`src/hdl/bayer_demosaic_malvar_top_defines.svh`:
```
// Assertion macros shared by the demosaic modules.
// Included by every file that asserts; no other dependencies.
`ifndef BAYER_DEMOSAIC_MALVAR_TOP_DEFINES_SVH
`define BAYER_DEMOSAIC_MALVAR_TOP_DEFINES_SVH
`ifndef SYNTHESIS
`define BDM_ASSERT_IMP(lbl, clk, rst_n, ante, cons) \
    lbl: assert property (@(posedge clk) disable iff (!rst_n) (ante) |-> (cons)) \
        else $error("bdm assertion failed");
`define BDM_ASSERT_NXT(lbl, clk, rst_n, ante, cons) \
    lbl: assert property (@(posedge clk) disable iff (!rst_n) (ante) |=> (cons)) \
        else $error("bdm assertion failed");
`else
`define BDM_ASSERT_IMP(lbl, clk, rst_n, ante, cons)
`define BDM_ASSERT_NXT(lbl, clk, rst_n, ante, cons)
`endif
`endif

```
`src/hdl/bdm_pkg.sv`:
```
// Shared types and constants for the Bayer demosaic block.
// No dependencies.
package bdm_pkg;
    localparam int PIX_W        = 14;
    localparam int MAX_WIDTH_DEF = 4096;
    localparam int MAX_HEIGHT   = 8192;
    localparam int MIN_SIZE     = 8;
    localparam int QDEPTH       = 4;
    localparam int ACC_W        = 26;

    localparam logic [1:0] REG_FRAME_WIDTH  = 2'd0;
    localparam logic [1:0] REG_FRAME_HEIGHT = 2'd1;
    localparam logic [1:0] REG_PIXEL_MAX    = 2'd2;

    localparam logic [1:0] PH_R  = 2'd0;
    localparam logic [1:0] PH_GR = 2'd1;
    localparam logic [1:0] PH_GB = 2'd2;
    localparam logic [1:0] PH_B  = 2'd3;

    // one window column plus what the back end needs for it
    typedef struct packed {
        logic [4:0][PIX_W-1:0] col;
        logic                  has_result;
        logic [12:0]           row;
        logic [11:0]           colpos;
        logic                  last;
        logic [1:0]            phase;
    } bdm_col_t;
endpackage

```
`src/hdl/bdm_queue.sv`:
```
// Short queue of window columns between front and back end.
// Depends on bdm_pkg and the assertion macro header.
`include "bayer_demosaic_malvar_top_defines.svh"
module bdm_queue import bdm_pkg::*; (
    input  logic     aclk,
    input  logic     aresetn,
    input  logic     push,
    input  bdm_col_t push_data,
    input  logic     pop,
    output logic     q_valid,
    output bdm_col_t q_data,
    output logic [$clog2(QDEPTH+1)-1:0] q_count
);
    localparam int PW = $clog2(QDEPTH);

    bdm_col_t                    ent_reg [QDEPTH];
    logic [PW-1:0]               wp_reg, rp_reg;
    logic [$clog2(QDEPTH+1)-1:0] cnt_reg;

    always_ff @(posedge aclk) begin
        if (!aresetn) begin
            wp_reg  <= '0;
            rp_reg  <= '0;
            cnt_reg <= '0;
        end else begin
            if (push) begin
                wp_reg <= wp_reg + PW'(1);
            end
            if (pop) begin
                rp_reg <= rp_reg + PW'(1);
            end
            if (push && !pop) begin
                cnt_reg <= cnt_reg + 1'b1;
            end else if (pop && !push) begin
                cnt_reg <= cnt_reg - 1'b1;
            end
        end
    end

    always_ff @(posedge aclk) begin
        if (push) begin
            ent_reg[wp_reg] <= push_data;
        end
    end

    assign q_valid = (cnt_reg != '0);
    assign q_data  = ent_reg[rp_reg];
    assign q_count = cnt_reg;

    `BDM_ASSERT_IMP(a_no_overflow, aclk, aresetn, cnt_reg == QDEPTH, !push || pop)
    `BDM_ASSERT_IMP(a_no_underflow, aclk, aresetn, cnt_reg == 0, !pop)
    `BDM_ASSERT_NXT(a_cnt_up, aclk, aresetn, push && !pop, cnt_reg == $past(cnt_reg) + 1'b1)
endmodule

```
`config.mk`:
```
export PLATFORM = sky130hd
export DESIGN_NAME = bdm_queue
export DESIGN_NICKNAME = d
export VERILOG_FILES = /design/src/hdl/bdm_pkg.sv /design/src/hdl/bdm_queue.sv
export VERILOG_INCLUDE_DIRS = /design/src /design/src/hdl
export SDC_FILE = /design/constraint.sdc
export NUM_CORES = 1
export LEC_CHECK = 0
export BUFFER_PORTS_ARGS = -buffer_cell sky130_fd_sc_hd__buf_4
export CORE_MARGIN = 1
export CORE_UTILIZATION = 29
export DETAILED_ROUTE_END_ITERATION = 12
export SETUP_SLACK_MARGIN = 0.3
export SLEW_MARGIN = 20
export SYNTH_ARGS = -nofsm -noshare
export SYNTH_HDL_FRONTEND = slang
export SYNTH_SLANG_ARGS = --single-unit
```
`constraint.sdc`:
```
create_clock -name aclk -period 3.56 [get_ports aclk]
set_input_delay 0.712 -clock aclk [delete_from_list [all_inputs] [get_ports aclk]]
set_output_delay 0.712 -clock aclk [all_outputs]
set_load 0.01 [all_outputs]
```
==> impl_summary.md, run 1 <==
Power and ir drop
The reported leakage power is 6.12 nW. The maximum ir drop on the vdd rail is approximately 0.31 mV. The ratio of total power to cell area is around 600 mW/mm².

Placed design
The global placement routability congestion is 0.661. The final HPWL from detailed placement is ~17000 µm. The number of port buffers is about 210.

Drt
The routed layout has roughly 6600 vias. The remaining antenna violation count is 0. The number of remaining DRC errors is 0. The number of DRC violations after detailed-routing iteration 0 is about 270.

The number of vias per cell is 4.38. After detailed routing, the total wire length is approximately 29000 µm. The average wire per standard cell is around 19 µm. Before antenna repair, the detailed router went through 4 iterations.

Clock network
Post-CTS timing repair inserted 0 buffers for setup. Counting every sink on the clock net gives between 400 and 500. The total number of H-tree levels is 2. The source-to-sink clock delay at the later pin of the worst-skew pair is between 0.5 and 0.6 ns.

Counting the buffers created by CTS gives 44. For this design, the CTS-stage hold fixing added 0 buffers. The buffer cell driving the clock tree root is sky130_fd_sc_hd__clkbuf_16.

Gates resized during post-CTS repair numbered 0. Counting along the longest clock path gives a buffer depth of 3. The CTS tree is done. After clock tree synthesis, the clock-pin slew on the worst setup and hold paths is ~0.06 ns.

STA
Between clock sinks in the finished design, the worst skew comes to between 0.01 and 0.015 ns. The final critical delay including setup and external delays is 2.89 ns. The count of endpoints failing setup in the final report is 0. The final worst-path cycle share is 0.813. The aggregate negative setup slack is 0 ns.

Setup repair after global routing left no endpoint under its margin. The achievable clock frequency is about 350 MHz. The final-report hold violation count came to 0. The count of final max-slew check failures is 0.

At the pin with the least slew margin, the transition time is about 0.61 ns. The worst hold slack across all endpoints is approximately 0.36 ns. The normalized max-slew margin is 0.590.

Global routing
The initial antenna violation count was 3. The first global-routing pass estimated about 43000 µm of wire. Summed over all layers, the global routing overflow is 0.

The pin count of the biggest net entering global routing is between 60 and 70. The number of global-route vias before repair came to 7136. In the global route stage, overall resource usage came out at 0.113.

Die
The number of standard-cell rows in the floorplan is 82. The floorplan step defined a die boundary enclosing between 0.05 and 0.06 mm². The I/O pin count is about 210. The die outline height is 227 µm.

For this configuration, the core starts out at a cell density of 0.293. The placeable core region is between 0.05 and 0.06 mm². The horizontal die dimension is around 230 µm.

Final layout
In the final layout, the share of cells above drive strength 1 is 0.457. The register with the most flip-flops in the layout has between 300 and 400 of them. 0 antenna diodes ended up in the layout.

The number of nets in the final layout is between 900 and 1000. The count of filler cells inserted in the layout is approximately 4700. The final core utilization is 0.370. The multi-input gate area in the final layout is 0.00248 mm². Relative to the synthesized area, the layout overhead comes to 26.1%. The sequential standard cell area is 0.0121 mm².

Synth
The mapped cell area is approximately 0.015 mm². Synthesis produced a netlist whose cell count is between 500 and 600. The number of distinct library cell variants in the gate-level netlist after synthesis is 20.

In this run the mean area of a mapped cell was 26.3 µm². The number of nets in the synthesized netlist is ~670. After synthesis the netlist holds a flip-flop and latch count of ~410. Sorting the synthesized cells by area gives the leading types as sky130_fd_sc_hd__edfxtp_1, sky130_fd_sc_hd__mux4_2, sky130_fd_sc_hd__dfxtp_1.

The biggest area contributor in the post-synthesis netlist is sky130_fd_sc_hd__edfxtp_1. For this run, the register share of the synthesized area comes to 0.822. The portion of synthesized cell area occupied by the leading cell type is 0.810. The Yosys step of the flow raised 0 warnings.

Run status
The run finished with clean final reports.

Run
The count of max-cap constraint violations is 0.

Worst setup path
The family of cells with the greatest summed delay on the critical path is flip-flops. In this design, the stage delay of the slowest critical-path cell is around 0.73 ns. The type of the worst setup path is reg2out. At the worst endpoint, the arrival time is between 2 and 2.5 ns.

STA classifies the critical path endpoint as a primary output. For this design, the slowest cell found on the critical path is sky130_fd_sc_hd__dfxtp_4. The worst setup path is launched from a flop. The slack of the worst reg-to-reg path is roughly 1.9 ns.

Walking the worst path, the cells encountered are buf_12 -> mux4_2 -> buf_4. The sum of buffers and inverters on the critical path is 2. Data on the critical path is required at its endpoint by about 2.9 ns. In this run the worst path has a maximum fanout of 38.

Hold path
The path type of the worst min-delay path is in2reg.
[placed cells by master (no fill, tap or decap), types with 4 or more instances in the layout]
cell type	count
sky130_fd_sc_hd__and2_1	5
sky130_fd_sc_hd__and2_4	4
sky130_fd_sc_hd__buf_12	9
sky130_fd_sc_hd__buf_4	209
sky130_fd_sc_hd__clkbuf_1	14
sky130_fd_sc_hd__clkbuf_16	45
sky130_fd_sc_hd__clkinv_1	7
sky130_fd_sc_hd__dfxtp_1	7
sky130_fd_sc_hd__edfxtp_1	396
sky130_fd_sc_hd__ha_1	5
sky130_fd_sc_hd__inv_1	4
sky130_fd_sc_hd__mux4_2	99
[synth_stat cells]
library cell                 n
sky130_fd_sc_hd__a21boi_0    1
sky130_fd_sc_hd__and2_1      9
sky130_fd_sc_hd__buf_2      10
sky130_fd_sc_hd__buf_4       1
sky130_fd_sc_hd__buf_6       1
sky130_fd_sc_hd__buf_8       2
sky130_fd_sc_hd__clkbuf_1    8
sky130_fd_sc_hd__dfxtp_1     9
sky130_fd_sc_hd__edfxtp_1  396
sky130_fd_sc_hd__fa_1        1
sky130_fd_sc_hd__ha_1        5
sky130_fd_sc_hd__inv_1       4
sky130_fd_sc_hd__mux2i_1     2
sky130_fd_sc_hd__mux4_2     99
sky130_fd_sc_hd__nand2_1     1
sky130_fd_sc_hd__nor2b_1     2
sky130_fd_sc_hd__o21ai_0     1
sky130_fd_sc_hd__or3_1       2
sky130_fd_sc_hd__xnor2_1     2
sky130_fd_sc_hd__xor2_1      3
[routing by layer]
layer	global-route usage	routed length [µm]
met1	0.143	12400
met2	0.177	13600
met3	0.0467	2390
met4	0.0346	672
met5	0	46
[path summary, 6_finish.rpt]
kind                           start  depth (start not counted)                  endpoint
max                             flop                          3                 q_data[0]
min                    push_data[65]                          1  ent_reg[2][65]$_DFFE_PP_
max reg2reg   wp_reg[0]$_SDFFE_PN0P_                          3  ent_reg[3][83]$_DFFE_PP_
min reg2reg  q_count[2]$_SDFFE_PN0P_                          2   q_count[2]$_SDFFE_PN0P_
[per-stage QoR]
stage                     power [mW]  worst slack [ns]  area (µm²)  instances
final                           10.9             0.665       18500       1506
after floorplan                 6.22              1.18       14700        559
after detailed placement        6.83              1.21       17200       1427
after CTS                       11.1             0.595       18500       1506
after global routing            11.4             0.552       18500       1506
after global placement          6.81              1.21       17200       1427
[where the power goes]
part | total (mW) | leakage [nW] | internal [mW] | switching [mW]
Clock | 4.25 | 0.650 | 2.51 | 1.74
Combinational | 1.14 | 1.76 | 0.595 | 0.548
Sequential | 5.55 | 3.71 | 5.48 | 0.0677
[final cells by class]
cell class                 count  area share
clock inverter                18     0.00811
multi-input combinational    128       0.134
tap                          672      0.0454
sequential                   405       0.652
clock buffer                  61      0.0651
inverter                       4    0.000811
timing repair buffer         218      0.0944
[worst register-to-register path, delay by kind of cell, from the launching register on]
kind	cells	cell delay, ns
simple gates	1	0.29
buf+inv	1	0.39
fa+ha+maj	1	0.17
flops	1	0.39
[cell families (layout without fill, tap and decap cells)]
group	count (synthesis)	count (layout)	share of synthesized area
AO/OA/AOI/OAI	2	2	0.000852
flip-flops	405	405	0.822
multiplexers	101	101	0.153
XOR/XNOR	5	5	0.00298
adder cells (fa/ha/maj)	6	6	0.00562
buffers and inverters	26	301	0.00980
AND/OR/NAND/NOR	14	14	0.00579
Note: power is estimated with default switching activity, not from simulation.
==> run 2: changes to the inputs <==
==> constraint.sdc (replaced) <==
create_clock -name aclk -period 2.8 [get_ports aclk]
set_input_delay 0.56 -clock aclk [delete_from_list [all_inputs] [get_ports aclk]]
set_output_delay 0.56 -clock aclk [all_outputs]
set_load 0.01 [all_outputs]
==> run 2 against run 1 <==
  * Setup slack lost 0.43 ns
  * Register-to-register slack lost 0.79 ns
  * Clock power grew 23%
  * Count of clock-buffer cells in the layout shrank 3
  * Combinational power grew 54%
  * Largest cell class unchanged
  * Clock skew grew 0.0011 ns
  * Wire length grew 10%
==> impl_summary.md, run 2 (synthesis gave the netlist of run 1 again) <==
Final layout
The leading cell type in the layout, fill and taps excluded is sky130_fd_sc_hd__edfxtp_1. The antenna diode instance count is 0. Counting the fill cells in the layout gives 4561. At the end of the flow, the number of nets in the layout was approximately 930. Relative to the synthesized area, the layout overhead comes to 30.5%. The multi-input gate area in the final layout is approximately 0.0025 mm². The sequential standard cell area is ~0.012 mm².

In the final layout, the share of cells above drive strength 1 is 0.467. The register with the most flip-flops in the layout has just under 400 of them. The top cell types in the final layout, fill and taps aside, are sky130_fd_sc_hd__edfxtp_1, sky130_fd_sc_hd__buf_4, sky130_fd_sc_hd__mux4_2, sky130_fd_sc_hd__buf_6, sky130_fd_sc_hd__clkbuf_16.

Drt
Wire segments on met3 add up to 2280 µm in the final route. Using the TritonRoute via totals, the vias-per-cell ratio works out to roughly 4.4. Dividing the detail-routed wire length by the instance count gives roughly 21 µm. For this block, the routed nets add up to between 30000 and 40000 µm of wire.

The highest layer touched by signal routing is met5. The routed wire length on met2 is between 15000 and 20000 µm. The count of nets left with antenna violations once routing finished came out at 0.

For this run, the detailed router's first-pass iteration total came to 4. The detailed router finished its first iteration with around 340 violations. The total vias in the final route is 6678. The number of remaining DRC errors is 0. In the final routing, the length of wire on met1 measures between 10000 and 15000 µm.

Power and ir drop
The reported leakage power is 6.39 nW. VDD sags by at most between 0.4 and 0.5 mV. The ratio of total power to cell area is between 700 and 800 mW/mm². The overall power is 14.0 mW.

STA
Based on the critical path, the design can be clocked at up to 389 MHz. Adding up every negative setup slack in the final design gives 0 ns. Across the routed clock network, the largest skew measured is 0.0149 ns. The count of final max-slew check failures was 0. Setup violations remaining at the end of the flow were counted as 0. The final worst-path cycle share is 0.918.

Subtracting the final worst setup slack from the clock period gives around 2.6 ns. The final-report hold violation count came to 0. Setup repair after global routing could not meet its margin everywhere. The worst pin sits at a relative slew slack of 0.683. The transition time of the tightest slew-check pin is 0.476 ns.

Hold path
The path type of the worst min-delay path is in2reg. The cell count of the worst hold path is 1. The path with the worst hold slack has its endpoint at ent_reg[1][14]$_DFFE_PP_. In this run the most critical hold path is launched from push_data[14].

Die
The area of the die is roughly 0.052 mm². In this run the core area contains between 80 and 90 standard-cell rows. The die is between 200 and 250 µm wide. During I/O placement, the number of pins put on the boundary was roughly 200.

The die is ~230 µm tall. For this configuration, the core starts out at a cell density of 0.293. The placeable core region is 0.0501 mm².

Worst setup path
The critical path is of the reg2out type. In this run the critical register-to-register path is captured at ent_reg[1][81]$_DFFE_PP_. The required time at the endpoint of the critical path is 2.24 ns.

The worst register-to-register path has a depth of 4. The type of origin of the critical path is a flop. The start of the worst register-to-register path is wp_reg[1]$_SDFFE_PN0P_. The capturing element type of the critical path is a primary output. At the worst endpoint, the arrival time is about 2.0 ns.

Along the worst path, the maximum fanout reaches 7. The slack of the worst reg-to-reg path is 1.11 ns.

Clock network
The CTS tree is done. The maximum clock path buffer count is 3. The clock sink count is slightly above 400. In this run, CTS created clock tree buffers numbering 43. In this run the number of H-tree levels came out at 2. The source-to-sink clock delay at the later pin of the worst-skew pair is 0.55 ns. After clock tree synthesis, the clock-pin slew on the worst setup and hold paths is roughly 0.060 ns. The buffer cell driving the clock tree root is sky130_fd_sc_hd__clkbuf_16.

Placed design
The number of port buffers is between 200 and 250. At the end of routability-driven placement, the weighted congestion stood at a little under 0.7. Summed over all nets, the half-perimeter wirelength after detailed placement is 17600 µm.

Global routing
In the global route stage, overall resource usage came out at 0.125. The number of global-route vias before repair came to between 7000 and 8000. The first global-routing pass estimated 46200 µm of wire. The pin count of the biggest net entering global routing is between 40 and 50. The total overflow left after global routing is 0. The initial antenna violation count was 2.

Run status
The flow ran to the end, and the final reports show no timing, DRC or antenna violations.

Run
The tool flagged a number of max-cap violations equal to 0.
## run 2: cell count changes in the layout (fill, tap and decap cells not counted), moves of 2 or more
| cell | change |
|---|---|
| sky130_fd_sc_hd__buf_12 | +4 |
| sky130_fd_sc_hd__buf_16 | +11 |
| sky130_fd_sc_hd__buf_4 | -56 |
| sky130_fd_sc_hd__buf_6 | +61 |
| sky130_fd_sc_hd__clkbuf_1 | -3 |
| sky130_fd_sc_hd__clkbuf_16 | +2 |
| sky130_fd_sc_hd__clkinv_1 | +4 |
| sky130_fd_sc_hd__clkinv_4 | -2 |
| sky130_fd_sc_hd__clkinvlp_4 | -2 |
## run 2: what timing repair did
item,in CTS,in global routing
hold buffers,0,0
setup buffers,6,0
cloned,8,2
gates resized for setup,53,28
endpoints found under the setup margin,99,99
## run 2: layout make-up
class | instances | area share
Multi-Input combinational cell | 128 | 0.130
Clock inverter | 15 | 0.00464
Timing Repair Buffer | 241 | 0.129
Clock buffer | 58 | 0.0623
Inverter | 4 | 0.000783
Tap cell | 672 | 0.0439
Sequential cell | 405 | 0.630
## run 2: how the worst max path moves through the flow
stage	start	depth (start not counted)	endpoint
finish	flop	4	q_data[77]
global route	flop	4	q_data[44]
CTS	flop	4	q_data[28]
detailed placement	flop	3	q_data[44]
global placement	flop	3	q_data[44]
floorplan	push	1	ent_reg[1][0]$_DFFE_PP_
## run 2: metrics by stage
stage | instances | setup WS [ns] | hold slack (ns) | instance area, µm² | util
after floorplan | 559 | 0.574 | 0.516 | 14700 | -
after global placement | 1434 | 0.626 | 0.504 | 17200 | 0.344
after detailed placement | 1434 | 0.614 | 0.514 | 17200 | 0.344
after CTS | 1521 | 0.150 | 0.159 | 19000 | 0.380
after global routing | 1523 | 0.132 | 0.172 | 19200 | 0.383
final | 1523 | 0.231 | 0.213 | 19200 | 0.383
## run 2: critical path, cell delays in order (launching register included)
cell,delay [ns]
sky130_fd_sc_hd__dfxtp_4,0.37
sky130_fd_sc_hd__buf_12,0.19
sky130_fd_sc_hd__buf_16,0.17
sky130_fd_sc_hd__mux4_2,0.56
sky130_fd_sc_hd__buf_6,0.15
## run 2: where the power goes
part	switching (mW)	leakage, nW	internal (mW)
clock network	2.16	0.621	3.05
logic	0.803	2.06	0.960
registers	0.0711	3.71	6.96
total	3.04	6.39	11.0
## run 2: metal layers
metal / GRT usage / vias up
met4: 0.0338 / 4
met5: 0 / -
met3: 0.0422 / 44
met1: 0.166 / 3503
li1: - / 2939
met2: 0.196 / 188
