$ cat config.mk
export PLATFORM = sky130hd
export DESIGN_NAME = bdm_back
export DESIGN_NICKNAME = d
export VERILOG_FILES = /design/src/hdl/bayer_demosaic_malvar_top_defines.svh /design/src/hdl/bdm_pkg.sv /design/src/hdl/bdm_back.sv
export SDC_FILE = /design/constraint.sdc
export NUM_CORES = 1
export LEC_CHECK = 0
export BUFFER_PORTS_ARGS = -buffer_cell sky130_fd_sc_hd__buf_2
export CORE_ASPECT_RATIO = 0.8
export CORE_MARGIN = 2
export CORE_UTILIZATION = 35
export CTS_BUF_LIST = sky130_fd_sc_hd__clkbuf_4 sky130_fd_sc_hd__clkbuf_8 sky130_fd_sc_hd__clkbuf_16
export DETAILED_ROUTE_END_ITERATION = 12
export MAX_ROUTING_LAYER = met4
export PLACE_DENSITY = 0.58
export SLEW_MARGIN = 20
export SYNTH_ARGS = -nofsm -noshare
export SYNTH_HDL_FRONTEND = slang
export SYNTH_SLANG_ARGS = --single-unit
$ cat constraint.sdc
create_clock -name aclk -period 38.1 [get_ports aclk]
set_input_delay 1.905 -clock aclk [delete_from_list [all_inputs] [get_ports aclk]]
set_output_delay 1.905 -clock aclk [all_outputs]
set_load 0.02 [all_outputs]
$ cat src/hdl/bayer_demosaic_malvar_top_defines.svh
// Assertion macros shared by the demosaic modules.
// Included by every file that asserts; no other dependencies.
`ifndef BAYER_DEMOSAIC_MALVAR_TOP_DEFINES_SVH
`define BAYER_DEMOSAIC_MALVAR_TOP_DEFINES_SVH
`ifndef SYNTHESIS
`define BDM_ASSERT_IMP(lbl, clk, rst_n, ante, cons) \
    lbl: assert property (@(posedge clk) disable iff (!rst_n) (ante) |-> (cons)) \
        else $error("bdm assertion failed");
`define BDM_ASSERT_NXT(lbl, clk, rst_n, ante, cons) \
    lbl: assert property (@(posedge clk) disable iff (!rst_n) (ante) |=> (cons)) \
        else $error("bdm assertion failed");
`else
`define BDM_ASSERT_IMP(lbl, clk, rst_n, ante, cons)
`define BDM_ASSERT_NXT(lbl, clk, rst_n, ante, cons)
`endif
`endif

$ cat src/hdl/bdm_pkg.sv
// Shared types and constants for the Bayer demosaic block.
// No dependencies.
package bdm_pkg;
    localparam int PIX_W        = 14;
    localparam int MAX_WIDTH_DEF = 4096;
    localparam int MAX_HEIGHT   = 8192;
    localparam int MIN_SIZE     = 8;
    localparam int QDEPTH       = 4;
    localparam int ACC_W        = 26;

    localparam logic [1:0] REG_FRAME_WIDTH  = 2'd0;
    localparam logic [1:0] REG_FRAME_HEIGHT = 2'd1;
    localparam logic [1:0] REG_PIXEL_MAX    = 2'd2;

    localparam logic [1:0] PH_R  = 2'd0;
    localparam logic [1:0] PH_GR = 2'd1;
    localparam logic [1:0] PH_GB = 2'd2;
    localparam logic [1:0] PH_B  = 2'd3;

    // one window column plus what the back end needs for it
    typedef struct packed {
        logic [4:0][PIX_W-1:0] col;
        logic                  has_result;
        logic [12:0]           row;
        logic [11:0]           colpos;
        logic                  last;
        logic [1:0]            phase;
    } bdm_col_t;
endpackage

$ cat src/hdl/bdm_back.sv
// Back end: 5x5 window, Malvar kernels, clamp and output register.
// Depends on bdm_pkg.
module bdm_back import bdm_pkg::*; (
    input  logic             aclk,
    input  logic             aresetn,
    input  logic             q_valid,
    input  bdm_col_t         q_data,
    output logic             pop,
    input  logic [13:0]      pixel_max,
    output logic             m_valid,
    input  logic             m_ready,
    output logic [PIX_W-1:0] m_red,
    output logic [PIX_W-1:0] m_green,
    output logic [PIX_W-1:0] m_blue,
    output logic [12:0]      m_out_row,
    output logic [11:0]      m_out_col,
    output logic             m_frame_last
);
    typedef struct packed {
        logic [12:0] row;
        logic [11:0] colpos;
        logic        last;
        logic [1:0]  phase;
    } meta_t;

    logic [PIX_W-1:0] win_reg [5][5];
    logic             en;
    logic             v1_reg, v2_reg, v3_reg, mv_reg;
    meta_t            m1_reg, m2_reg, m3_reg, mo_reg;
    logic [PIX_W-1:0] ctr_reg;
    logic [PIX_W:0]   h1_reg, v1s_reg, h2_reg, v2s_reg;
    logic [PIX_W+1:0] dg_reg;
    logic signed [ACC_W-1:0] c_s, h1_s, v1_s, h2_s, v2_s, dg_s;
    logic signed [ACC_W-1:0] pass, grn, opp, hor, ver;
    logic signed [ACC_W-1:0] rr_reg, gg_reg, bb_reg;
    logic [PIX_W-1:0] r_o_reg, g_o_reg, b_o_reg;

    assign en  = !mv_reg || m_ready;
    assign pop = en && q_valid;

    // shift window left, new column enters at the right
    always_ff @(posedge aclk) begin
        if (!aresetn) begin
            for (int i = 0; i < 5; i++) begin
                for (int j = 0; j < 5; j++) begin
                    win_reg[i][j] <= '0;
                end
            end
        end else if (pop) begin
            for (int i = 0; i < 5; i++) begin
                for (int j = 0; j < 4; j++) begin
                    win_reg[i][j] <= win_reg[i][j+1];
                end
                win_reg[i][4] <= q_data.col[i];
            end
        end
    end

    always_comb begin
        c_s  = ACC_W'(ctr_reg);
        h1_s = ACC_W'(h1_reg);
        v1_s = ACC_W'(v1s_reg);
        h2_s = ACC_W'(h2_reg);
        v2_s = ACC_W'(v2s_reg);
        dg_s = ACC_W'(dg_reg);
        pass = c_s <<< 7;
        grn  = ((c_s <<< 2) + ((h1_s + v1_s) <<< 1) - (h2_s + v2_s)) <<< 4;
        opp  = ((c_s * ACC_W'(12)) + (dg_s <<< 2) - ((h2_s + v2_s) * ACC_W'(3))) <<< 3;
        hor  = ((c_s * ACC_W'(10)) + (h1_s <<< 3) - (h2_s <<< 1) - (dg_s <<< 1)
                + v2_s) <<< 3;
        ver  = ((c_s * ACC_W'(10)) + (v1_s <<< 3) - (v2_s <<< 1) - (dg_s <<< 1)
                + h2_s) <<< 3;
    end

    function automatic logic [PIX_W-1:0] finish(input logic signed [ACC_W-1:0] a,
                                                input logic [13:0] pmax);
        logic [ACC_W-8:0] v;
        v = a[ACC_W-1] ? '0 : a[ACC_W-1:7];
        if (v > (ACC_W-7)'(pmax)) begin
            v = (ACC_W-7)'(pmax);
        end
        return PIX_W'(v);
    endfunction

    always_ff @(posedge aclk) begin
        if (!aresetn) begin
            v1_reg <= 1'b0;
            v2_reg <= 1'b0;
            v3_reg <= 1'b0;
            mv_reg <= 1'b0;
        end else if (en) begin
            v1_reg <= q_valid && q_data.has_result;
            v2_reg <= v1_reg;
            v3_reg <= v2_reg;
            mv_reg <= v3_reg;
        end
    end

    always_ff @(posedge aclk) begin
        if (en) begin
            m1_reg  <= '{row: q_data.row, colpos: q_data.colpos,
                         last: q_data.last, phase: q_data.phase};
            ctr_reg <= win_reg[2][2];
            h1_reg  <= {1'b0, win_reg[2][1]} + {1'b0, win_reg[2][3]};
            v1s_reg <= {1'b0, win_reg[1][2]} + {1'b0, win_reg[3][2]};
            h2_reg  <= {1'b0, win_reg[2][0]} + {1'b0, win_reg[2][4]};
            v2s_reg <= {1'b0, win_reg[0][2]} + {1'b0, win_reg[4][2]};
            dg_reg  <= (PIX_W+2)'(win_reg[1][1]) + (PIX_W+2)'(win_reg[1][3])
                     + (PIX_W+2)'(win_reg[3][1]) + (PIX_W+2)'(win_reg[3][3]);
            m2_reg  <= m1_reg;
            case (m2_reg.phase)
                PH_R: begin
                    rr_reg <= pass; gg_reg <= grn; bb_reg <= opp;
                end
                PH_GR: begin
                    rr_reg <= hor; gg_reg <= pass; bb_reg <= ver;
                end
                PH_GB: begin
                    rr_reg <= ver; gg_reg <= pass; bb_reg <= hor;
                end
                default: begin
                    rr_reg <= opp; gg_reg <= grn; bb_reg <= pass;
                end
            endcase
            m3_reg  <= m2_reg;
            r_o_reg <= finish(rr_reg, pixel_max);
            g_o_reg <= finish(gg_reg, pixel_max);
            b_o_reg <= finish(bb_reg, pixel_max);
            mo_reg  <= m3_reg;
        end
    end

    assign m_valid      = mv_reg;
    assign m_red        = r_o_reg;
    assign m_green      = g_o_reg;
    assign m_blue       = b_o_reg;
    assign m_out_row    = mo_reg.row;
    assign m_out_col    = mo_reg.colpos;
    assign m_frame_last = mo_reg.last;
endmodule

==> results of run 1 <==
[critical path: cells and delay by family, from the launching register on]
kind,cells,cell delay [ps]
buf+inv,3,170
simple gates,4,400
xor+xnor,2,340
compound gates,12,2650
fa+ha+maj,8,2850
flops,1,630
[final timing paths]
check | start | to | slack, ps | cells after the start
worst max register to register | ctr_reg[1]$_DFFE_PN_ | bb_reg[25]$_DFFE_PN_ | 30840 | 29
worst max-delay path | ctr_reg[1]$_DFFE_PN_ | bb_reg[25]$_DFFE_PN_ | 30840 | 29
worst min register to register | m3_reg[12]$_DFFE_PN_ | m_out_col[9]$_DFFE_PN_ | 390 | 0
worst min-delay path | m3_reg[12]$_DFFE_PN_ | m_out_col[9]$_DFFE_PN_ | 390 | 0
[through the flow]
stage	hold WS, ps	std cells
4_1_cts	379	4338
3_3_place_gp	400	4227
6_report	391	4339
2_1_floorplan	400	2784
5_1_grt	383	4339
3_5_place_dp	405	4227
[kinds of logic (layout without fill, tap and decap cells)]
logic type / Yosys count / after routing / share of synthesized area [%]
compound gates: 525 / 525 / 10.7
xor+xnor: 175 / 175 / 4.48
fa+ha+maj: 438 / 438 / 19.0
buf+inv: 287 / 542 / 3.17
flops: 564 / 564 / 49.3
mux: 46 / 46 / 1.49
simple gates: 749 / 749 / 11.9
[area by class of cell]
cell class              count  area, um2
clock inverters            39        457
clock buffers              72       1570
fillers                  9263      58100
well taps                1300       1630
flip-flops and latches    564      16900
inverters                 231        875
multi-input cells        1933      16300
repair buffers            200       1060
[Yosys cell counts (52+ instances only)]
master    instances  area [um2]
a21o_1           61         458
a21oi_1         126         631
and2_1          279        1750
clkbuf_1         52         195
edfxtp_1        560       16800
fa_1            136        2720
ha_1            301        3770
inv_1           229         860
nand2_1         105         394
nor2_1          122         458
nor2b_1          65         407
o21ai_0          83         415
xnor2_1         129        1130
[per-layer routing]
metal / track usage (%) / vias up
li1: - / 10500
met1: 23.4 / 10300
met2: 22.4 / 484
met3: 2.69 / 85
met4: 2.96 / 0
met5: - / -
==> impl_metrics.env, run 1 <==
export IMPL_cts_sinks=564
export IMPL_cp_slowest_stage_delay_ps=630
export IMPL_relSlewSlack_pct=29.1
export IMPL_cts_buffers=59
export IMPL_synthCells=2784
export IMPL_grt_pass1_vias=21200
export IMPL_wl_met3_um=4420
export IMPL_cts_clk_slew_worst_paths_ps=60
export IMPL_cts_buffer_depth=3
export IMPL_tritoncts="done"
export IMPL_dr_max_layer_used="met4"
export IMPL_clk_latency_ps=670
export IMPL_cp_common_cell="ha_1"
export IMPL_syn_area_um2=34300
export IMPL_post_route_cell_area_um2=38800
export IMPL_io_buffers=186
export IMPL_fin_crit_ps=7260
export IMPL_design_core_area_um2=96900
export IMPL_nets=3543
export IMPL_cts_resized_gates=0
export IMPL_fin_crit_sh_pct=19.1
export IMPL_grt_max_degree=188
export IMPL_io_pins=187
export IMPL_std_cell_rows=102
export IMPL_syn_avg_cell_area_um2=12.3
export IMPL_endpoint_kind="flip-flop"
export IMPL_setup_worst_path_class="reg -> reg"
export IMPL_cts_max_level=2
export IMPL_final_util_pct=40.0
export IMPL_rsz0062_at_grt="no"
export IMPL_yosys_warnings=0
export IMPL_hold_path_class="reg -> reg"
export IMPL_setup_viol=0
export IMPL_worstPathRequired_ps=38560
export IMPL_post_drt_wl_per_cell_um=17.8
export IMPL_place_congestion=0.934
export IMPL_area_delta_synth_final_pct=13.2
export IMPL_ys_seq_area_share_pct=49.3
export IMPL_dieArea_um2=100000
export IMPL_post_cts_buffers=0
export IMPL_synth_edf_count=560
export IMPL_layout_commonest_cell="edfxtp_1"
export IMPL_synth_nets=3338
export IMPL_grt_overflow=0
export IMPL_outcome="finished, final reports clean"
export IMPL_clock_fmax_mhz=138
export IMPL_antenna_found_initial=1
export IMPL_hold_buffers=0
export IMPL_routed_via_density=4.93
export IMPL_largest_reg_flops=266
export IMPL_finalWirelength_um=77200
export IMPL_maxCapViolCount=0
export IMPL_diodes=0
export IMPL_die_w_um=354
export IMPL_cp_start_kind="flip-flop"
export IMPL_hold_viol=0
export IMPL_dpl_hpwl_um=59000
export IMPL_yosysUniqueCellTypes=87
export IMPL_first_pass_iters=6
export IMPL_routed_wl_met2_um=32200
export IMPL_worst_path_max_delay_cell="edfxtp_1"
export IMPL_start_util_pct=35.4
export IMPL_final_cell_mix="edfxtp_1, ha_1, and2_1, inv_1, buf_2"
export IMPL_place_ws_ps=30870
export IMPL_skew_ps=61.2
export IMPL_die_h_um=284
export IMPL_via_count=21400
export IMPL_cp_max_fo=10
export IMPL_route_antenna_remaining_nets=0
export IMPL_setup_tns_ps=0
export IMPL_wl_met1_um=39300
export IMPL_grt_use_total_pct=15.7
export IMPL_slew_violations=0
export IMPL_place_area_um2=36700
export IMPL_setup_slack_ps=30840
export IMPL_drtIter0Drc=1433
export IMPL_ctsRootBufferMaster="clkbuf_16"
export IMPL_drive_gt1_share_pct=12.5
export IMPL_synth_seq_cells=564
export IMPL_drc=0
export IMPL_worst_pin_slew_ps=1060
export IMPL_synth_main_ff_cell="edfxtp_1"
export IMPL_synthArstFlopShare_pct=0
export IMPL_worstPathArrival_ps=7720
export IMPL_grt_pass1_wl_um=120000
Power of run 1 is left out: the tool's default activity adds up to more than one toggle a clock period on the data nets, which glitch-free logic cannot reach.
==> inputs of run 2 (changes only) <==
ABC_AREA = 1   (was not set)
clock period = 6.7 ns   (was 38.1 ns; I/O delays follow)
==> impl_metrics.env, run 2 <==
export IMPL_outcome="finished, final reports clean"
export IMPL_io_buffers=186
export IMPL_die_h_um=291
export IMPL_cp_start_kind="flip-flop"
export IMPL_cts_clk_slew_worst_paths_ps=60
export IMPL_cts_max_level=2
export IMPL_area_delta_synth_final_pct=15.1
export IMPL_hold_viol=0
export IMPL_cts_buffers=56
export IMPL_synth_adder_area_share_pct=18.0
export IMPL_setup_slack_ps=460
export IMPL_synth_top_family_by_area="adder cells"
export IMPL_endpoint_kind="flip-flop"
export IMPL_synth_nets=4278
export IMPL_place_ws_ps=384
export IMPL_io_pins=187
export IMPL_fin_crit_sh_pct=93.1
export IMPL_clk_latency_ps=650
export IMPL_slew_violations=0
export IMPL_syn_avg_cell_area_um2=9.68
export IMPL_first_pass_iters=6
export IMPL_setup_tns_ps=0
export IMPL_nets=4592
export IMPL_yosysTopAreaCell="edfxtp_1"
export IMPL_grt_overflow=0
export IMPL_hold_path_class="in -> reg"
export IMPL_die_w_um=363
export IMPL_cts_sinks=564
export IMPL_route_antenna_remaining_nets=0
export IMPL_synth_compound_area_share_pct=8.24
export IMPL_netlist_area_leader_share_pct=46.7
export IMPL_grt_use_total_pct=19.3
export IMPL_largest_reg_flops=266
export IMPL_yosysUniqueCellTypes=59
export IMPL_synth_area_leaders="edfxtp_1, ha_1, fa_1, inv_1, nand2_1"
export IMPL_relSlewSlack_pct=34.1
export IMPL_dieArea_um2=106000
export IMPL_worstPathRequired_ps=7110
export IMPL_worst_pin_slew_ps=989
export IMPL_yosys_warnings=0
export IMPL_skew_ps=30.0
export IMPL_final_cell_mix="inv_1, nand2_1, edfxtp_1, nor2_1, ha_1"
export IMPL_routed_via_density=4.81
export IMPL_synth_simple_area_share_pct=15.1
export IMPL_place_congestion=0.996
export IMPL_fin_crit_ps=6240
export IMPL_dpl_hpwl_um=78100
export IMPL_drc=0
export IMPL_synthArstFlopShare_pct=0
export IMPL_design_core_area_um2=102000
export IMPL_fillers=10100
export IMPL_synthMuxAreaShare_pct=0
export IMPL_ys_seq_area_share_pct=46.9
export IMPL_rsz0062_at_grt="no"
export IMPL_clock_fmax_mhz=160
export IMPL_drtIter0Drc=1918
export IMPL_ctsRootBufferMaster="clkbuf_16"
export IMPL_post_drt_wl_per_cell_um=18.2
export IMPL_synthCells=3724
export IMPL_cp_common_cell="nand2_1"
export IMPL_antenna_found_initial=2
export IMPL_synth_most_common_cell="inv_1"
export IMPL_setup_viol=0
export IMPL_grt_pass1_wl_um=152000
export IMPL_std_cell_rows=105
export IMPL_worst_path_max_delay_cell="fa_1"
export IMPL_synth_xor_area_share_pct=3.67
export IMPL_finalWirelength_um=98500
export IMPL_cp_slowest_stage_delay_ps=490
export IMPL_start_util_pct=35.2
export IMPL_synth_main_ff_cell="edfxtp_1"
export IMPL_syn_area_um2=36000
export IMPL_synthTopCellsByCount="inv_1, nand2_1, edfxtp_1"
export IMPL_synth_edf_count=560
export IMPL_cp_max_fo=7
export IMPL_tritoncts="done"
export IMPL_cts_buffer_depth=3
export IMPL_synth_seq_cells=564
export IMPL_drive_gt1_share_pct=9.70
export IMPL_via_count=26100
export IMPL_maxCapViolCount=0
export IMPL_worstPathArrival_ps=6650
export IMPL_layout_commonest_cell="inv_1"
export IMPL_grt_pass1_vias=26000
export IMPL_grt_max_degree=159
export IMPL_setup_worst_path_class="reg -> reg"
[run 2: path summary, 6_finish.rpt]
kind	startpoint	to	slack, ps	depth (start not counted)
setup / recovery	ctr_reg[3]$_DFFE_PN_	rr_reg[22]$_DFFE_PN_	460	31
hold / removal	q_data[45]	win_reg[0][72]$_SDFFCE_PN0P_	30	3
setup reg to reg	ctr_reg[3]$_DFFE_PN_	rr_reg[22]$_DFFE_PN_	460	31
hold reg to reg	m3_reg[2]$_DFFE_PN_	m_frame_last$_DFFE_PN_	420	0
[run 2: worst max-delay path: cells and delay by family, from the launching register on]
kind	cells	cell delay, ps
simple gates	11	1040
xor+xnor	2	510
fa+ha+maj	6	2320
buf+inv	5	480
compound gates	7	1260
flops	1	400
[run 2: cell families after synthesis]
logic type,count (synthesis)
compound gates,518
xor+xnor,151
fa+ha+maj,437
simple gates,1298
flops,564
buf+inv,756
[run 2: routing by layer]
| metal | GRT usage [%] | wire length, um | part of all wire, % |
|---|---|---|---|
| met3 | 3.61 | 6320 | 6.4 |
| met4 | 4.50 | 2290 | 2.3 |
| met5 | - | 0 | 0 |
| met2 | 29.0 | 43000 | 44 |
| met1 | 26.9 | 46900 | 48 |
[run 2: what timing repair did]
item	CTS	global route
hold buffers	91	0
endpoints found under the hold margin	92	0
resized for setup	0	4
endpoints found under the setup margin	0	10
setup buffers	0	2
[run 2: final cells by class]
type	instances	area [um2]	share of cell area, %
timing repair buffer	313	2170	5.23
clock inverter	38	342	0.823
antenna	1	2.50	0.00603
clock buffer	66	1490	3.60
tap	1337	1670	4.03
multi-input combinational	2404	16300	39.3
sequential	564	16900	40.7
inverter	699	2630	6.33
[run 2: stage by stage]
stage / instances / cell area, um2 / hold WS, ps / util (%)
floorplan: 3724 / 36100 / 400 / -
global placement: 5223 / 38700 / 400 / 37.8
detailed placement: 5223 / 38700 / 405 / 37.8
CTS: 5418 / 41400 / 0.630 / 40.5
global route: 5422 / 41500 / 24.2 / 40.5
finish: 5422 / 41500 / 25.5 / 40.5
Power of run 2 is left out for the same reason.
==> inputs of run 3 (changes only) <==
CTS_CLUSTER_DIAMETER = 200   (was not set)
GPL_TIMING_DRIVEN = 0   (was not set)
==> impl_metrics.env, run 3 (same netlist as run 2, synthesis figures left out) <==
export IMPL_die_h_um=291
export IMPL_cp_max_fo=5
export IMPL_io_pins=187
export IMPL_route_antenna_remaining_nets=0
export IMPL_cts_sinks=564
export IMPL_clock_fmax_mhz=156
export IMPL_hold_path_class="in -> reg"
export IMPL_relSlewSlack_pct=45.6
export IMPL_cp_slowest_stage_delay_ps=530
export IMPL_io_buffers=186
export IMPL_die_w_um=363
export IMPL_worstReg2RegStart="ctr_reg[6]$_DFFE_PN_"
export IMPL_largest_reg_flops=266
export IMPL_r2r_end="rr_reg[20]$_DFFE_PN_"
export IMPL_place_ws_ps=-460
export IMPL_reg2reg_depth=28
export IMPL_grt_max_degree=37
export IMPL_worst_pin_slew_ps=815
export IMPL_area_delta_synth_final_pct=17.6
export IMPL_first_pass_iters=6
export IMPL_post_route_cell_area_um2=42400
export IMPL_ctsRootBufferMaster="clkbuf_16"
export IMPL_drive_gt1_share_pct=11.3
export IMPL_cts_buffer_depth=3
export IMPL_drtIter0Drc=2139
export IMPL_critPathLaunch="ctr_reg[6]$_DFFE_PN_"
export IMPL_via_count=26100
export IMPL_grt_pass1_vias=25700
export IMPL_worstPathRequired_ps=7070
export IMPL_post_drt_wl_per_cell_um=17.6
export IMPL_hold_viol=0
export IMPL_setup_worst_path_class="reg -> reg"
export IMPL_cts_clk_slew_worst_paths_ps=60
export IMPL_top_usage_layer="met2"
export IMPL_final_cell_mix="inv_1, nand2_1, edfxtp_1, nor2_1, ha_1"
export IMPL_antenna_found_initial=0
export IMPL_cts_buffers=57
export IMPL_outcome="finished, final reports clean"
export IMPL_routed_via_density=4.76
export IMPL_grt_use_total_pct=18.9
export IMPL_worst_path_max_delay_cell="fa_1"
export IMPL_skew_ps=46.2
export IMPL_clk_latency_ps=660
export IMPL_dpl_hpwl_um=78600
export IMPL_layout_commonest_cell="inv_1"
export IMPL_maxCapViolCount=0
export IMPL_diodes=0
export IMPL_setup_slack_ps=297
export IMPL_tritoncts="done"
export IMPL_setup_viol=0
export IMPL_grt_pass1_wl_um=149000
export IMPL_grt_overflow=0
export IMPL_drc=0
export IMPL_fin_crit_ps=6400
export IMPL_dieArea_um2=106000
export IMPL_met3_usage_pct=2.22
export IMPL_cp_start_kind="flip-flop"
export IMPL_std_cell_rows=105
export IMPL_cp_common_cell="ha_1"
export IMPL_cp_endpoint="rr_reg[20]$_DFFE_PN_"
export IMPL_slew_violations=0
export IMPL_cts_max_level=2
export IMPL_place_area_um2=39200
export IMPL_endpoint_kind="flip-flop"
export IMPL_nets=4659
export IMPL_setup_tns_ps=0
export IMPL_grtUsageMet2_pct=28.3
export IMPL_start_util_pct=35.2
export IMPL_worstPathArrival_ps=6770
export IMPL_place_congestion=0.982
export IMPL_finalWirelength_um=96600
export IMPL_fin_crit_sh_pct=95.6
export IMPL_fillers=9987
export IMPL_grtUsageMet1_pct=27.1
export IMPL_design_core_area_um2=102000
export IMPL_regToRegSetupSlack_ps=300
==> run 3: cell types whose count changed in the layout (fill, tap and decap cells not counted), sizes merged <==
cell	change
clkinv	-2
clkbuf	+24
clkinvlp	-2
bufinv	+2
dlygate4sd3	+3
inv	-2
diode	-1
buf	+46
==> run 3: worst max-delay path, delay by kind of cell (launching register included) <==
family	cells	cell delay, ps
simple gates	10	1520
flops	1	420
buf+inv	2	280
fa+ha+maj	6	2290
compound gates	8	1150
xor+xnor	2	480
==> run 3: how the worst min path moves through the flow <==
| stage | from | endpoint | slack, ps | depth (start not counted) |
|---|---|---|---|---|
| after floorplan | m1_reg[0]$_DFFE_PN_ | m2_reg[0]$_DFFE_PN_ | 400 | 0 |
| after global placement | m3_reg[20]$_DFFE_PN_ | m_out_row[5]$_DFFE_PN_ | 400 | 0 |
| after detailed placement | m1_reg[5]$_DFFE_PN_ | m2_reg[5]$_DFFE_PN_ | 400 | 0 |
| after CTS | q_data[86] | win_reg[0][281]$_SDFFCE_PN0P_ | 0.4 | 3 |
| after global routing | q_data[85] | win_reg[0][280]$_SDFFCE_PN0P_ | 20 | 3 |
| final | q_data[59] | win_reg[0][142]$_SDFFCE_PN0P_ | 20 | 3 |
==> run 3: final cells by class <==
class                   instances  area, um2  share of cell area [%]
clock inverters                34        412                   0.971
flip-flops and latches        564      16900                    39.9
multi-input cells            2404      16400                    38.7
well taps                    1337       1670                    3.95
plain buffers                  57        285                   0.673
clock buffers                  73       1570                    3.69
repair buffers                322       2530                    5.97
inverters                     699       2630                    6.20
==> run 3: layer usage <==
metal	part of all wire, %	routed length [um]
met1	49	47800
met2	43	41800
met3	4.6	4420
met4	2.6	2540
met5	0	0
==> run 3: metrics by stage <==
step	hold WS (ps)	instances	utilization (%)
6_report	22.2	5490	41.4
2_1_floorplan	400	3724	-
4_1_cts	0.407	5485	41.2
3_3_place_gp	400	5247	37.8
3_5_place_dp	405	5270	38.3
5_1_grt	21.9	5490	41.4
==> run 3: timing repair <==
action / 4_1_cts / 5_1_grt
endpoints found under the setup margin: 22 / 20
gates resized for setup: 1 / 27
endpoints found under the hold margin: 94 / 0
hold buffers: 94 / 0
pin swaps: 0 / 5
setup buffers: 14 / 5
Power of run 3 is left out for the same reason.
